## src/rrtq_pkg.sv

```systemverilog
// Shared types and constants for the round-robin task queue.
// No dependencies; every other file imports this package.
package rrtq_pkg;

  // Field widths of the item and result channels
  localparam int unsigned OP_W          = 2;
  localparam int unsigned TASK_ID_W     = 4;
  localparam int unsigned STATUS_W      = 2;
  localparam int unsigned LEN_W         = 5;
  localparam int unsigned MAX_TASKS_DEF = 16;

  // Operation codes
  localparam logic [OP_W-1:0] OP_APPEND = 2'd0;
  localparam logic [OP_W-1:0] OP_REMOVE = 2'd1;
  localparam logic [OP_W-1:0] OP_ROTATE = 2'd2;

  // Status codes
  localparam logic [STATUS_W-1:0] ST_DONE      = 2'd0;
  localparam logic [STATUS_W-1:0] ST_DUPLICATE = 2'd1;
  localparam logic [STATUS_W-1:0] ST_ABSENT    = 2'd2;

  // Link table read address select
  typedef enum logic [1:0] {
    RD_NONE,
    RD_HEAD,
    RD_TID,
    RD_LINK
  } rd_sel_t;

  // Controller to datapath commands
  typedef struct packed {
    logic                load;     // capture the accepted item
    logic                append;   // link task at tail
    logic                rm_head;  // unlink head task, new head from read data
    logic                rm_mid;   // unlink task after prev, bypass via read data
    logic                rotate;   // move head to tail
    logic                emit;     // load output register
    rd_sel_t             rd_sel;
    logic [STATUS_W-1:0] status;
  } cmd_t;

  // Datapath to controller status
  typedef struct packed {
    logic [OP_W-1:0] op;
    logic            in_range;
    logic            queued;
    logic            is_head;
    logic            count_lt2;
    logic            link_hit;
    logic            out_busy;
  } sts_t;

endpackage

```

## src/rrtq_ctrl.sv

```systemverilog
// Sequencing state machine for the task queue: decode, link walk, result.
// Depends on rrtq_pkg for the command and status structs.
module rrtq_ctrl import rrtq_pkg::*; (
  input  logic clk,
  input  logic rst_n,
  input  logic in_valid,
  output logic in_ready,
  input  sts_t sts,
  output cmd_t cmd
);

  typedef enum logic [2:0] {
    S_IDLE,
    S_DECODE,
    S_HEAD_RD,
    S_ROT_RD,
    S_WALK,
    S_LINK_RD,
    S_EMIT
  } state_t;

  state_t              state_r, state_nxt;
  logic [STATUS_W-1:0] status_r, status_nxt;

  assign in_ready = (state_r == S_IDLE);

  // Next state and commands
  always_comb begin
    state_nxt  = state_r;
    status_nxt = status_r;
    cmd        = '0;
    cmd.rd_sel = RD_NONE;
    cmd.status = status_r;
    unique case (state_r)
      S_IDLE: begin
        if (in_valid) begin
          cmd.load  = 1'b1;
          state_nxt = S_DECODE;
        end
      end
      S_DECODE: begin
        state_nxt  = S_EMIT;
        status_nxt = ST_DONE;
        unique case (sts.op)
          OP_APPEND: begin
            if (!sts.in_range) status_nxt = ST_ABSENT;
            else if (sts.queued) status_nxt = ST_DUPLICATE;
            else cmd.append = 1'b1;
          end
          OP_REMOVE: begin
            if (!sts.in_range || !sts.queued) begin
              status_nxt = ST_ABSENT;
            end else if (sts.is_head) begin
              cmd.rd_sel = RD_TID;
              state_nxt  = S_HEAD_RD;
            end else begin
              cmd.rd_sel = RD_HEAD;
              state_nxt  = S_WALK;
            end
          end
          OP_ROTATE: begin
            if (!sts.count_lt2) begin
              cmd.rd_sel = RD_HEAD;
              state_nxt  = S_ROT_RD;
            end
          end
          default: ;
        endcase
      end
      S_HEAD_RD: begin
        cmd.rm_head = 1'b1;
        state_nxt   = S_EMIT;
      end
      S_ROT_RD: begin
        cmd.rotate = 1'b1;
        state_nxt  = S_EMIT;
      end
      // one link per cycle until the predecessor of the task is found
      S_WALK: begin
        if (sts.link_hit) begin
          cmd.rd_sel = RD_TID;
          state_nxt  = S_LINK_RD;
        end else begin
          cmd.rd_sel = RD_LINK;
        end
      end
      S_LINK_RD: begin
        cmd.rm_mid = 1'b1;
        state_nxt  = S_EMIT;
      end
      S_EMIT: begin
        if (!sts.out_busy) begin
          cmd.emit  = 1'b1;
          state_nxt = S_IDLE;
        end
      end
      default: state_nxt = S_IDLE;
    endcase
  end

  // State and registered status
  always_ff @(posedge clk) begin
    if (!rst_n) begin
      state_r  <= S_IDLE;
      status_r <= ST_DONE;
    end else begin
      state_r  <= state_nxt;
      status_r <= status_nxt;
    end
  end

endmodule

```

## config.mk

```make
export PLATFORM = sky130hd
export DESIGN_NAME = rrtq_ctrl
export DESIGN_NICKNAME = d
export VERILOG_FILES = /design/src/rrtq_pkg.sv /design/src/rrtq_ctrl.sv
export SDC_FILE = /design/constraint.sdc
export NUM_CORES = 1
export LEC_CHECK = 0
export ABC_AREA = 0
export BUFFER_PORTS_ARGS = -buffer_cell sky130_fd_sc_hd__buf_2
export CAP_MARGIN = 10
export CORE_AREA = 8 8 45 47
export CTS_CLUSTER_DIAMETER = 100
export DETAILED_ROUTE_END_ITERATION = 12
export DIE_AREA = 0 0 53 55
export HOLD_SLACK_MARGIN = 0.15
export PLACE_DENSITY_LB_ADDON = 0.3
export SLEW_MARGIN = 20
export SYNTH_ARGS = -nofsm -noshare
export SYNTH_HDL_FRONTEND = slang
export SYNTH_SLANG_ARGS = --single-unit
```

## constraint.sdc

```tcl
create_clock -name clk -period 3.3 [get_ports clk]
set_input_delay 0.66 -clock clk [delete_from_list [all_inputs] [get_ports clk]]
set_output_delay 0.66 -clock clk [all_outputs]
set_load 0.1 [all_outputs]
```

-- Word-level counts from Yosys, hierarchy flattened
Index checks and enable logic that the tools add are counted.
- equality and inequality tests: 11
- mux-type cells: 29
- reduce and logical (&&, ||, !) cells: 7
- operator list (cell ; count):
    $mux W3 ; 6
    $pmux W3 S5 ; 1
    $mux W1 ; 14
    $pmux W2 S2 ; 3
    $eq A3 B3 Y1 const B ; 3
    $mux W2 ; 4
    $eq A3 B2 Y1 const B ; 2
    $ne A2 B2 Y1 const B ; 3
    $pmux W3 S2 ; 1
    $eq A3 B1 Y1 const B ; 1
    $logic_not A3 Y1 ; 1
    $reduce_and A3 Y1 ; 1
    $reduce_or A3 Y1 ; 1
    $eq A2 B1 Y1 const B ; 1
    $eq A2 B2 Y1 const B ; 1
    $logic_not A1 Y1 ; 2
    $logic_not A2 Y1 ; 1
    $logic_or A1 B1 Y1 ; 1
- flip-flop bits (word level): 5
- output and inout bits: 11
- word-level logic and storage cells: 49

-- Logic depth before layout (Yosys ltp)
- word-level depth: 5
- gate-level depth with buffers: 5

-- Worst setup path before layout
No wires, ideal clock.
- path type: reg-to-output
- from: register state_r[2]
- to: output port cmd[9] (netlist bit)
- data arrival time: 3.545 ns
- slack: -0.905 ns
- cell stages (with the launch flop): 4
- buffers on the path: 1
- path through: dfxtp_1 > buf_6 > nor3_1 > and2_1
- RTL lines (what ; line ; text):
    from (decl) ; rrtq_ctrl.sv:22 ; state_t state_r, state_nxt;
    from (signal assigned) ; rrtq_ctrl.sv:107 ; state_r <= state_nxt;
    to (decl) ; rrtq_ctrl.sv:9 ; output cmd_t cmd

==> reports/metrics.cfg <==
[timing]
fin_setup_tns_ns = 0
hold_viol = 0
grt_setup_unrepaired = false
fin_skew_ns = 0.00434
relSlewSlack_pct = 67.5
worst_pin_slew_ns = 0.490
final-max-slew-violation-count = 0
fmax_mhz = 374
post-route-min-period_ns = 2.67
setup_violations = 0
period_share_pct = 81.0

[detailed_routing]
drtIter0Drc = 14
wl_met2_um = 627
detail_route.wl_per_cell_um = 12.0
met1_length_um = 488
dr.pass1.iters = 4
drcViolationCount = 0
wl_mm = 1.13
viasPerCell = 4.99
dr.max_layer_used = met3
routed-via-count = 469
wl_met3_um = 13
final_antenna_net_count = 0

[clocking]
numCtsBuffers = 3
clk_latency_ns = 0.24
clk_path_buf_depth = 2
post_cts_buffers = 0
post_cts_resized = 0
tritoncts = built
cts-root-buf = clkbuf_4
ctsHoldBuffers = 0
path_clk_slew_ns = 0.04
cts-htree-levels = 1
clock_sinks = 5

[synth]
synth.top_cells.by_count = dfxtp_1, inv_1, nand2b_1
syn_area_per_cell_um2 = 8.16
synth_fa_ha_area_share_pct = 8.22
synth_cell_type_count = 31
synth-seq-area-share_pct = 21.9
syn_inst = 56
synth_edf_count = 0
yosys-top-cells-area = dfxtp_1, ha_1, nand2b_1
postSynth.asyncResetShare_pct = 0
synth_xor_area_share_pct = 0
synth_seq_cells = 5
synth_fp_nets = 70
yosys_warnings = 0
synth_top_area_cell = dfxtp_1
yosys_most_used_dff = dfxtp_1
synth_compound_area_share_pct = 19.5
synth_top_family_by_area = simple AND/OR/NAND/NOR gates
synth_simple_gate_area_share_pct = 37.5
synth_top_area_share_pct = 21.9
synth.area.mux_share_pct = 2.19
mappedNetlistArea_um2 = 457

[placed_design]
dpl.hpwl_um = 946
place.gp.congestion = 0.832
placed_cells = 90
io_buffers = 21

[pwr]
clockPowerShare_pct = 21.1
pwr-share-comb_pct = 53.0
peakVddDrop_v = 0.000236
switching_share_pct = 52.7
p_int_mw = 0.154
powerDensity_nw_per_um2 = 551
sequentialPowerShare_pct = 25.8
power.switching_mw = 0.172
leakage_nw = 0.303

[critical_path]
cp_slowest_stage_delay_ns = 0.43
cp_slowest_cell = buf_2
crit_chain = buf_2 > inv_1 > ha_1 > nor2b_1 > nand4_1 > a21oi_2 > buf_2
cp_max_fo = 3
cp-end-kind = output pin
critPathLaunchType = primary input
path_common_cell = buf_2
cp.arrival_ns = 2.01
required_ns = 2.64
worstSetupPathType = in -> out
cp_num_buf_inv = 3
cp_top_family = buffers and inverters

[final_layout]
nets = 93
drive_gt1_share_pct = 38.5
multi_input_area_um2 = 322
fill_cells = 154
stdcell_count = 94
regArea_um2 = 100
diodes = 0
area_growth_pct = 29.6

[min_path]
min-delay-path-class = reg -> reg

[global_route]
grt_max_degree = 13
antenna_found_initial = 0
grt_pass1_vias = 474
grt.overflow.total = 0
grt_pass1_wl_mm = 1.84
grtUsageTotal_pct = 8.20

[die]
rows = 14
core_um2 = 1380
die-area_um2 = 2920
die_w_um = 53
die_h_um = 55
io_pins = 22
initial_core_util_pct = 33.0

[run_status]
outcome = completed

[run]
maxCapViolations = 0

power by group through the flow:
stage / Clock, mW / Sequential (mW) / Combinational [mW]
after floorplan: 0 / 0.0859 / 0.152
after global placement: 0 / 0.0853 / 0.174
after detailed placement: 0 / 0.0851 / 0.174
after CTS: 0.0722 / 0.0842 / 0.175
after global routing: 0.0739 / 0.0856 / 0.183
final: 0.0689 / 0.0842 / 0.173
kinds of logic (layout without fill, tap and decap cells):
kind of cell	count (synthesis)	count (layout)
and+or+nand+nor	27	27
AOI/OAI and AO/OA	12	12
buffers and inverters	8	30
DFF	5	5
adders and majority gates	3	3
muxes	1	1
worst reg2reg max path: stages, from the launching register on:
cell      delay [ns]
dfxtp_1         0.50
nor3b_4         0.31
o221ai_1        0.17
o211a_1         0.15
per-stage QoR:
step           worst slack [ns]  power, mW  instance area (um^2)  hold WS (ns)  utilization (%)
2_1_floorplan            0.0461      0.238                   470         0.622                -
3_3_place_gp              0.641      0.259                   566         0.452             40.9
3_5_place_dp              0.613      0.259                   566         0.463             40.9
4_1_cts                   0.612      0.331                   592         0.466             42.8
5_1_grt                   0.479      0.343                   592         0.490             42.8
6_report                  0.627      0.326                   592         0.463             42.8
path summary, 6_finish.rpt:
path	from	endpoint	slack (ns)	depth (start not counted)
min	status_r[0]	status_r[0]	0.46	2
min reg2reg	status_r[0]	status_r[0]	0.46	2
max reg2reg	state_r[0]	status_r[1]	2.07	3
max	sts[6]	cmd[3]	0.63	7
flip-flops by register name (all words and copies together) (netlist names):
name / count
status_r: 2
state_r: 3
placed cells by master (no fill, tap or decap):
cell type and count:
dfxtp_1 5, a2111oi_0 1, buf_2 21, o221ai_1 1
o21ai_0 2, nand3b_1 1, o22ai_1 1, a21boi_1 1
nand2_1 3, nor3b_4 1, clkbuf_4 3, mux2i_1 1
nand4_1 2, a31oi_1 1, inv_1 5, and4b_1 1
and3_2 1, nand2b_1 4, nor2_1 3, nor4b_1 1
nand3_1 1, or2b_1 1, ha_1 3, a21o_1 1
a31o_2 1, nor3_2 2, nor3_1 1, and3_1 1
a21oi_2 1, o211a_1 2, clkbuf_1 1, and2_1 2
nor2b_1 2
per-layer routing:
metal  up-vias  global-route usage [%]
met5         -                       0
met2         5                    14.3
met1       218                    8.98
met4         0                    5.17
li1        246                       -
met3         0                    1.60
layout make-up:
class / instances / area share, %
inverter: 5 / 3.17
sequential: 5 / 16.9
timing repair buffer: 21 / 17.8
clock buffer: 4 / 4.44
tap: 16 / 3.38
multi-input combinational: 43 / 54.3
Note: power is estimated with default switching activity, not from simulation.
