<file path="src/rrtq_pkg.sv">
// Shared types and constants for the round-robin task queue.
// No dependencies; every other file imports this package.
package rrtq_pkg;

  // Field widths of the item and result channels
  localparam int unsigned OP_W          = 2;
  localparam int unsigned TASK_ID_W     = 4;
  localparam int unsigned STATUS_W      = 2;
  localparam int unsigned LEN_W         = 5;
  localparam int unsigned MAX_TASKS_DEF = 16;

  // Operation codes
  localparam logic [OP_W-1:0] OP_APPEND = 2'd0;
  localparam logic [OP_W-1:0] OP_REMOVE = 2'd1;
  localparam logic [OP_W-1:0] OP_ROTATE = 2'd2;

  // Status codes
  localparam logic [STATUS_W-1:0] ST_DONE      = 2'd0;
  localparam logic [STATUS_W-1:0] ST_DUPLICATE = 2'd1;
  localparam logic [STATUS_W-1:0] ST_ABSENT    = 2'd2;

  // Link table read address select
  typedef enum logic [1:0] {
    RD_NONE,
    RD_HEAD,
    RD_TID,
    RD_LINK
  } rd_sel_t;

  // Controller to datapath commands
  typedef struct packed {
    logic                load;     // capture the accepted item
    logic                append;   // link task at tail
    logic                rm_head;  // unlink head task, new head from read data
    logic                rm_mid;   // unlink task after prev, bypass via read data
    logic                rotate;   // move head to tail
    logic                emit;     // load output register
    rd_sel_t             rd_sel;
    logic [STATUS_W-1:0] status;
  } cmd_t;

  // Datapath to controller status
  typedef struct packed {
    logic [OP_W-1:0] op;
    logic            in_range;
    logic            queued;
    logic            is_head;
    logic            count_lt2;
    logic            link_hit;
    logic            out_busy;
  } sts_t;

endpackage

</file>
<file path="src/rrtq_dp.sv">
// Datapath of the task queue: link table, head/tail/count, queued flags,
// output register. Depends on rrtq_pkg; driven by rrtq_ctrl commands.
module rrtq_dp import rrtq_pkg::*; #(
  parameter int unsigned MAX_TASKS = MAX_TASKS_DEF
) (
  input  logic                 clk,
  input  logic                 rst_n,
  input  logic [OP_W-1:0]      in_operation,
  input  logic [TASK_ID_W-1:0] in_task_id,
  output logic                 out_valid,
  input  logic                 out_ready,
  output logic [STATUS_W-1:0]  out_status,
  output logic [TASK_ID_W-1:0] out_head_task,
  output logic                 out_queue_empty,
  output logic [LEN_W-1:0]     out_queue_length,
  input  cmd_t                 cmd,
  output sts_t                 sts
);

  localparam int unsigned IDX_W = $clog2(MAX_TASKS);
  localparam int unsigned CNT_W = $clog2(MAX_TASKS + 1);

  logic [OP_W-1:0]      op_r;
  logic [TASK_ID_W-1:0] tid_r;
  logic [IDX_W-1:0]     tid_idx;
  logic [IDX_W-1:0]     head_r, head_nxt;
  logic [IDX_W-1:0]     tail_r, tail_nxt;
  logic [IDX_W-1:0]     prev_r;
  logic [CNT_W-1:0]     count_r, count_nxt;
  logic [MAX_TASKS-1:0] flags_r, flags_nxt;

  logic [IDX_W-1:0]     link_mem [MAX_TASKS];
  logic [IDX_W-1:0]     rd_data_r;
  logic [IDX_W-1:0]     rd_addr;
  logic                 wr_en;
  logic [IDX_W-1:0]     wr_addr;
  logic [IDX_W-1:0]     wr_data;

  logic                 out_valid_r;
  logic [STATUS_W-1:0]  out_status_r;
  logic [TASK_ID_W-1:0] out_head_r;
  logic                 out_empty_r;
  logic [LEN_W-1:0]     out_len_r;

  assign tid_idx = IDX_W'(tid_r);

  // Status to the controller
  always_comb begin
    sts.op        = op_r;
    sts.in_range  = (32'(tid_r) < MAX_TASKS);
    sts.queued    = sts.in_range && flags_r[tid_idx];
    sts.is_head   = (head_r == tid_idx);
    sts.count_lt2 = (count_r < CNT_W'(2));
    sts.link_hit  = (rd_data_r == tid_idx);
    sts.out_busy  = out_valid_r && !out_ready;
  end

  // Captured item and walk pointer
  always_ff @(posedge clk) begin
    if (cmd.load) begin
      op_r  <= in_operation;
      tid_r <= in_task_id;
    end
    if (cmd.rd_sel == RD_HEAD) prev_r <= head_r;
    else if (cmd.rd_sel == RD_LINK) prev_r <= rd_data_r;
  end

  // Link table addressing
  always_comb begin
    unique case (cmd.rd_sel)
      RD_HEAD: rd_addr = head_r;
      RD_TID:  rd_addr = tid_idx;
      RD_LINK: rd_addr = rd_data_r;
      default: rd_addr = head_r;
    endcase
    wr_en   = 1'b0;
    wr_addr = tail_r;
    wr_data = tid_idx;
    if (cmd.append && (count_r != '0)) begin
      wr_en = 1'b1;
    end else if (cmd.rotate) begin
      wr_en   = 1'b1;
      wr_data = head_r;
    end else if (cmd.rm_mid) begin
      wr_en   = 1'b1;
      wr_addr = prev_r;
      wr_data = rd_data_r;
    end
  end

  // Link table: one write, one registered read
  always_ff @(posedge clk) begin
    if (wr_en) link_mem[wr_addr] <= wr_data;
    if (cmd.rd_sel != RD_NONE) rd_data_r <= link_mem[rd_addr];
  end

  // Queue state update
  always_comb begin
    head_nxt  = head_r;
    tail_nxt  = tail_r;
    count_nxt = count_r;
    flags_nxt = flags_r;
    if (cmd.append) begin
      flags_nxt[tid_idx] = 1'b1;
      if (count_r == '0) head_nxt = tid_idx;
      tail_nxt  = tid_idx;
      count_nxt = count_r + CNT_W'(1);
    end else if (cmd.rm_head) begin
      flags_nxt[tid_idx] = 1'b0;
      count_nxt = count_r - CNT_W'(1);
      if (count_r == CNT_W'(1)) begin
        head_nxt = '0;
        tail_nxt = '0;
      end else begin
        head_nxt = rd_data_r;
      end
    end else if (cmd.rm_mid) begin
      flags_nxt[tid_idx] = 1'b0;
      count_nxt = count_r - CNT_W'(1);
      if (tail_r == tid_idx) tail_nxt = prev_r;
    end else if (cmd.rotate) begin
      head_nxt = rd_data_r;
      tail_nxt = head_r;
    end
  end

  always_ff @(posedge clk) begin
    if (!rst_n) begin
      head_r  <= '0;
      tail_r  <= '0;
      count_r <= '0;
      flags_r <= '0;
    end else begin
      head_r  <= head_nxt;
      tail_r  <= tail_nxt;
      count_r <= count_nxt;
      flags_r <= flags_nxt;
    end
  end

  // Output register
  always_ff @(posedge clk) begin
    if (!rst_n) begin
      out_valid_r <= 1'b0;
    end else if (cmd.emit) begin
      out_valid_r <= 1'b1;
    end else if (out_ready) begin
      out_valid_r <= 1'b0;
    end
  end

  always_ff @(posedge clk) begin
    if (cmd.emit) begin
      out_status_r <= cmd.status;
      out_head_r   <= (count_r == '0) ? '0 : TASK_ID_W'(head_r);
      out_empty_r  <= (count_r == '0);
      out_len_r    <= LEN_W'(count_r);
    end
  end

  assign out_valid        = out_valid_r;
  assign out_status       = out_status_r;
  assign out_head_task    = out_head_r;
  assign out_queue_empty  = out_empty_r;
  assign out_queue_length = out_len_r;

  // Checks
  a_count_max: assert property (@(posedge clk) disable iff (!rst_n)
    count_r <= CNT_W'(MAX_TASKS))
    else $error("task count above capacity");

  a_empty_ptrs: assert property (@(posedge clk) disable iff (!rst_n)
    (count_r == '0) |-> (head_r == '0) && (tail_r == '0))
    else $error("head or tail not cleared on empty queue");

  a_flags_count: assert property (@(posedge clk) disable iff (!rst_n)
    $countones(flags_r) == 32'(count_r))
    else $error("queued flags disagree with task count");

  a_emit_slot: assert property (@(posedge clk) disable iff (!rst_n)
    cmd.emit |-> !(out_valid_r && !out_ready))
    else $error("result loaded over an untaken result");

endmodule

</file>
<file path="config.mk">
export PLATFORM = sky130hd
export DESIGN_NAME = rrtq_dp
export DESIGN_NICKNAME = d
export VERILOG_FILES = /design/src/rrtq_pkg.sv /design/src/rrtq_dp.sv
export SDC_FILE = /design/constraint.sdc
export NUM_CORES = 1
export LEC_CHECK = 0
export BUFFER_PORTS_ARGS = -buffer_cell sky130_fd_sc_hd__clkbuf_2
export CAP_MARGIN = 10
export CORE_MARGIN = 2
export CORE_UTILIZATION = 25
export CTS_BUF_LIST = sky130_fd_sc_hd__clkbuf_16
export DETAILED_ROUTE_END_ITERATION = 8
export GPL_ROUTABILITY_DRIVEN = 0
export PLACE_DENSITY_LB_ADDON = 0.3
export REMOVE_ABC_BUFFERS = 1
export SLEW_MARGIN = 20
export SYNTH_ARGS = -nofsm -noshare
export SYNTH_HDL_FRONTEND = slang
export SYNTH_SLANG_ARGS = --single-unit
export TNS_END_PERCENT = 5
</file>
<file path="constraint.sdc">
create_clock -name clk -period 2.2 [get_ports clk]
set_input_delay 0.33 -clock clk [delete_from_list [all_inputs] [get_ports clk]]
set_output_delay 0.33 -clock clk [all_outputs]
set_load 0.005 [all_outputs]
</file>
# Word-level counts from Yosys, hierarchy flattened

Memories as Yosys holds them, arrays and structs flattened. A register that Yosys moved wholly into a read port is not among the register bits.
Index checks and enable logic that the tools add are counted.

Add/sub/neg operators: 2
Multiply operators: 0
Divide/modulo/power cells: 0
Order comparisons: 3
Eq/ne operators: 11
Shifts and indexed selects: 0
Mux-type cells: 38
Bitwise gates (word level): 3
Reductions and logical operators: 14

Operator list:

| cell                                                        | count |
|---|---|
| two-way mux 4 bit                                           | 20 |
| two-way mux 16 bit                                          | 3 |
| AND 16 bit                                                  | 1 |
| inverter 16 bit                                             | 1 |
| bitwise OR 16 bit                                           | 1 |
| two-way mux 5 bit                                           | 3 |
| == test 4 bit                                               | 3 |
| two-way mux 1 bit                                           | 9 |
| case mux 4 bit (2 select lines)                             | 1 |
| inequality test 3 x 1 -> 1 bit (second input constant)      | 2 |
| AND reduction 3 bit                                         | 2 |
| nonzero test 2 bit                                          | 3 |
| nonzero test 3 bit                                          | 2 |
| adder 5 x 1 -> 5 bit (second input constant)                | 1 |
| == test 5 x 1 -> 1 bit (second input constant)              | 1 |
| logical NOT 5 bit                                           | 1 |
| less-than comparator 4 x 5 -> 1 bit (second input constant) | 1 |
| less-than comparator 5 x 2 -> 1 bit (second input constant) | 1 |
| nonzero test 5 bit                                          | 1 |
| subtractor 5 x 1 -> 5 bit (second input constant)           | 1 |
| binary-select mux 1 bit (select 4 bit)                      | 1 |
| demux 1 bit (select 4 bit)                                  | 1 |
| == test 2 bit (second input constant)                       | 2 |
| >= comparator 4 x 1 -> 1 bit (second input constant)        | 1 |
| other kinds (6)                                             | 8 |

Flip-flop bits (word level): 52
Latch bits: 0
Bits in writable memories: 64
Memory bits (read-only): 0
Input bits: 19
Output and inout bits: 21
Word-level logic and storage cells: 84
Memories kept: 1

Memories:

| name     | words | width | read ports | clocked after memory_dff | wr ports | line          | text |
|---|---|---|---|---|---|---|---|
| link_mem | 16    | 4     | 1          | 1                        | 1        | rrtq_dp.sv:32 | `logic [IDX_W-1:0] link_mem [MAX_TASKS];` |

# Logic depth before layout (Yosys ltp)

Word-level depth: 9
Gate-level depth with buffers: 9
Mapped depth without buffers: 8

# Worst setup path before layout

No wires, ideal clock.

Path kind: flip-flop to output port
Start point: register tid_r[0] (netlist: tid_idx[0])
End point: output sts[4] (netlist bit)
Arrival: 1.946 ns
Setup slack: -0.076 ns
Cell stages (with the launch flop): 5
Buffers on the path: 2
Path through: edfxtp_1 -> clkbuf_1 -> buf_1 -> mux4_2 -> mux4_2

RTL lines:

| what                     | line          | text |
|---|---|---|
| start: declaration       | rrtq_dp.sv:24 | `logic [TASK_ID_W-1:0] tid_r;` |
| start signal: assignment | rrtq_dp.sv:62 | `tid_r <= in_task_id;` |
| end: declaration         | rrtq_dp.sv:17 | `output sts_t sts` |

==> qor_table.md <==
| Quantity | Value | Unit |
| --- | --- | --- |
| Result of the run | finished, violations left | - |
| Violated checks | negative setup slack | - |
| Number of flip-flops and latches in the synthesized netlist | 120 | - |
| Worst endpoint data arrival time | 2.03 | ns |
| Wire length after detailed routing | 14,560 | µm |
| Worst path setup slack after routing | -0.1609 | ns |
| Number of cell instances on the worst register-to-register path | 9 | - |
| Register-to-register path setup slack | -0.03 | ns |
| Area share of the leading cell type in the synthesized netlist | 46.18 | % |
| Critical path, cell by cell | buf_6 > mux4_2 > mux4_2 > clkbuf_2 | - |
| Peak Freq | 0.4236 | GHz |
| Initial antenna violation count | 1 | - |
| Part of the Yosys area used for sequential elements | 56.45 | % |
| CTS sink cnt | 120 | - |
| Seq pwr share | 40.6 | % |
| Met2 routing resource usage after global routing | 20.78 | % |
| P_leak | 2.805 | nW |
| Cell area after synthesis | 5852 | µm² |
| Clk root buf | clkbuf_16 | - |
| Clock latency of the later-clocked register in the worst-skew pair | 0.42 | ns |
| Initial DRC Count | 229 | - |
| Areal power density over the cells | 936.9 | nW/µm² |
| DRT Pass-1 Iters | 4 | - |
| Share of the clock period used by the worst path | 107.3 | % |
| Pins over their slew limit | 0 | - |
| Vias in the first global route | 4,384 | - |
| Xor and xnor area share after synthesis | 2.395 | % |
| Remaining number of nets flagged by the antenna check after routing | 0 | - |
| Crit Reg-Reg Startpoint | count_r[1] | - |
| Post-placement worst setup slack | -0.06247 | ns |
| Via density | 4.555 | - |
| Post-detailed-route DRC marker count | 0 | - |
| Horizontal extent of the die | 157.0 | µm |
| Cts bufs inserted | 17 | - |
| Number of hold buffers added after cts | 0 | - |
| Fin nets | 616 | - |
| Critical Path Sink Type | primary output | - |
| Hold Path Sink | out_status[0] | - |
| Most prevalent standard cell on the critical path | mux4_2 | - |
| Commonest non-fill, non-tap cells in the layout | edfxtp_1 (90), buf_4 (57), mux2i_1 (47) | - |
| Setup Crit Path Kind | reg -> out | - |
| Post-synthesis simple-gate area fraction | 15.03 | % |
| Share of post-route cells with drive strength above 1 | 31.35 | % |
| Final setup vio count | 29 | - |
| Post-synthesis mux area share | 12.79 | % |
| Most frequent standard cell in the layout excluding fill and tap cells | edfxtp_1 | - |
| Worst VDD drop | 0.5610 | mV |
| Final clock skew | 0.01553 | ns |
| Vias after detailed routing | 4,191 | - |
| Pin slew with the least headroom to its limit | 0.5499 | ns |
| Floorplan die area | 24,650 | µm² |
| Met1 capacity usage during global routing | 15.80 | % |
| All-Layer GR Usage | 12.59 | % |
| Final Hold Violating Endpoints | 0 | - |
| # IOs | 40 | - |
| Average wire length per cell after detail routing | 15.82 | µm |
| Hold Crit Depth | 1 | - |
| Synth Instances | 498 | - |
| Total Negative Setup Slacks | -0.5424 | ns |
| Worst Hold Slack | 0.08232 | ns |
| Unrepaired setup endpoints after global routing | yes | - |
| Period minus WS final | 2.361 | ns |
| TritonCTS clock tree | done | - |
| Count of warnings emitted by yosys | 0 | - |
| Nature of the critical path startpoint | flip-flop | - |
| Cell accounting for the most synthesized area | edfxtp_1 | - |
| Largest net degree at the start of global routing | 31 | - |
| Register clock-pin slew on the reported worst setup and hold paths | 0.06 | ns |
| Internal power | 5.075 | mW |
| Slowest library cell on the worst path | mux4_2 | - |
| Starting density of the core | 25.69 | % |
| Post-synthesis compound-gate area fraction | 9.472 | % |
| Max incr delay on CP | 0.52 | ns |
| Count of flip-flops with a built-in enable after synthesis | 90 | - |
| Post-Syn Area per Cell | 11.75 | µm² |
| GRT Residual Overflow | 0 | - |
| Critical Path Fanout Max | 6 | - |
| Core Footprint | 22,780 | µm² |
| Proportion of power drawn by the clock network | 37.1 | % |
| Number of port buffers | 38 | - |
| CTS max path bufs | 2 | - |
| Area growth from synthesis to layout | 29.53 | % |
| Net switching power | 2.027 | mW |
| Estimated wirelength of the detail-placed design | 10,370 | µm |
| Vert. Die Dim | 157.0 | µm |
| Most used flip-flop cell after synthesis | edfxtp_1 | - |
| Number of levels in the clock H-tree | 4 | - |
| Post-synthesis share of cell area spent on full adders, half adders and majority gates | 0.8552 | % |
| Required time at the endpoint of the critical path | 1.87 | ns |
| Top cells by area, synth | edfxtp_1 (46%), dfxtp_1 (10%), mux2i_1 (8.2%) | - |
| Synth unique cells | 52 | - |
| Most used routing layer | met2 | - |
| Start point of the worst hold path | cmd[0] | - |
| Count of maximum capacitance violations | 0 | - |
| Main combinational cell family by area after synthesis | simple AND/OR/NAND/NOR gates | - |
| Combinational cell fraction of total power | 22.4 | % |
| Placement row count | 55 | - |
| Worst slew margin | 63.27 | % |
| Global routing usage on met3 | 2.946 | % |
| Class of the worst hold path | in -> reg | - |
| Global-route wire length before repair | 23,590 | µm |
| Switching part of the total | 28.54 | % |
| Post-synthesis async set-or-reset flop share | 0 | % |
| Worst reg2reg path endpoint | link_mem[2][1] | - |
cells in the mapped netlist, types with 2 or more instances:
library cell / number
nand2b_1: 4
buf_1: 5
nand3_1: 21
mux2i_2: 2
nor2b_1: 31
a22oi_1: 12
nor3b_1: 2
nand4_1: 6
mux2_2: 10
nand2_1: 32
a21oi_1: 10
a2bb2oi_1: 4
edfxtp_1: 90
dfxtp_1: 30
o221ai_1: 4
mux2i_1: 48
nor4_1: 3
buf_4: 3
xnor2_1: 4
a31oi_1: 13
clkbuf_1: 19
mux4_2: 5
a21boi_0: 2
o21ai_0: 21
nor3_1: 8
ha_1: 4
nor2_1: 40
inv_1: 6
or2_2: 2
buf_2: 3
nand2_2: 2
buf_6: 2
or3_1: 2
and2_1: 4
and2b_1: 4
nand3b_1: 2
xor2_1: 12
a211oi_1: 12
through the flow:
stage	instance area [µm²]	cells	power (mW)	util, %
floorplan	5702	466	3.702	-
global placement	6759	877	4.363	29.67
detailed placement	6759	877	4.382	29.67
CTS	7423	915	7.060	32.59
global route	7577	919	7.428	33.27
finish	7580	920	7.102	33.28
worst max-delay path by stage:
stage / start / endpoint / slack [ns]
finish: tid_idx[0] / sts[4] / -0.16
global route: tid_idx[0] / sts[4] / -0.21
CTS: tid_idx[0] / sts[4] / -0.19
detailed placement: count_r[0] / link_mem[5][1] / -0.06
global placement: count_r[0] / link_mem[12][2] / 0.001
floorplan: tid_idx[0] / rd_data_r[2] / -0.49
worst max-delay path, delay by kind of cell (launching register included):
family	cells	cell delay (ns)
muxes	2	1.00
DFF	1	0.34
buffers and inverters	2	0.28
routing by layer:
layer	routed length, µm	vias to the layer above
met2	6981	95
met4	234	0
met1	6595	2030
met5	0	-
li1	-	2043
met3	745	23
cell type report:
| class | instances | area, µm² |
|---|---|---|
| Fill cell | 2259 | 15200 |
| Multi-Input combinational cell | 340 | 2504 |
| Sequential cell | 120 | 3306 |
| Tap cell | 313 | 391.6 |
| Antenna cell | 1 | 2.502 |
| Inverter | 6 | 22.52 |
| Clock inverter | 15 | 137.6 |
| Clock buffer | 17 | 425.4 |
| Timing Repair Buffer | 108 | 790.8 |
logic make-up after synthesis:
| group | Yosys count |
|---|---|
| and+or+nand+nor | 168 |
| AOI/OAI and AO/OA | 85 |
| buffers and inverters | 38 |
| adders and majority gates | 4 |
| DFF | 120 |
| muxes | 66 |
| xor gates and xnor gates | 16 |
| other | 1 |
power groups by stage:
stage	registers (mW)	clock network (mW)	logic, mW
detailed placement	2.92	0	1.46
floorplan	2.92	0	0.780
global placement	2.92	0	1.44
CTS	2.87	2.67	1.51
global route	2.90	2.78	1.75
finish	2.88	2.63	1.59
repair_timing:
item,CTS,global route
gates resized for setup,13,36
pin swaps,1,8
buffers inserted,6,4
setup endpoints to repair,63,135
Note: power is estimated with default switching activity, not from simulation.
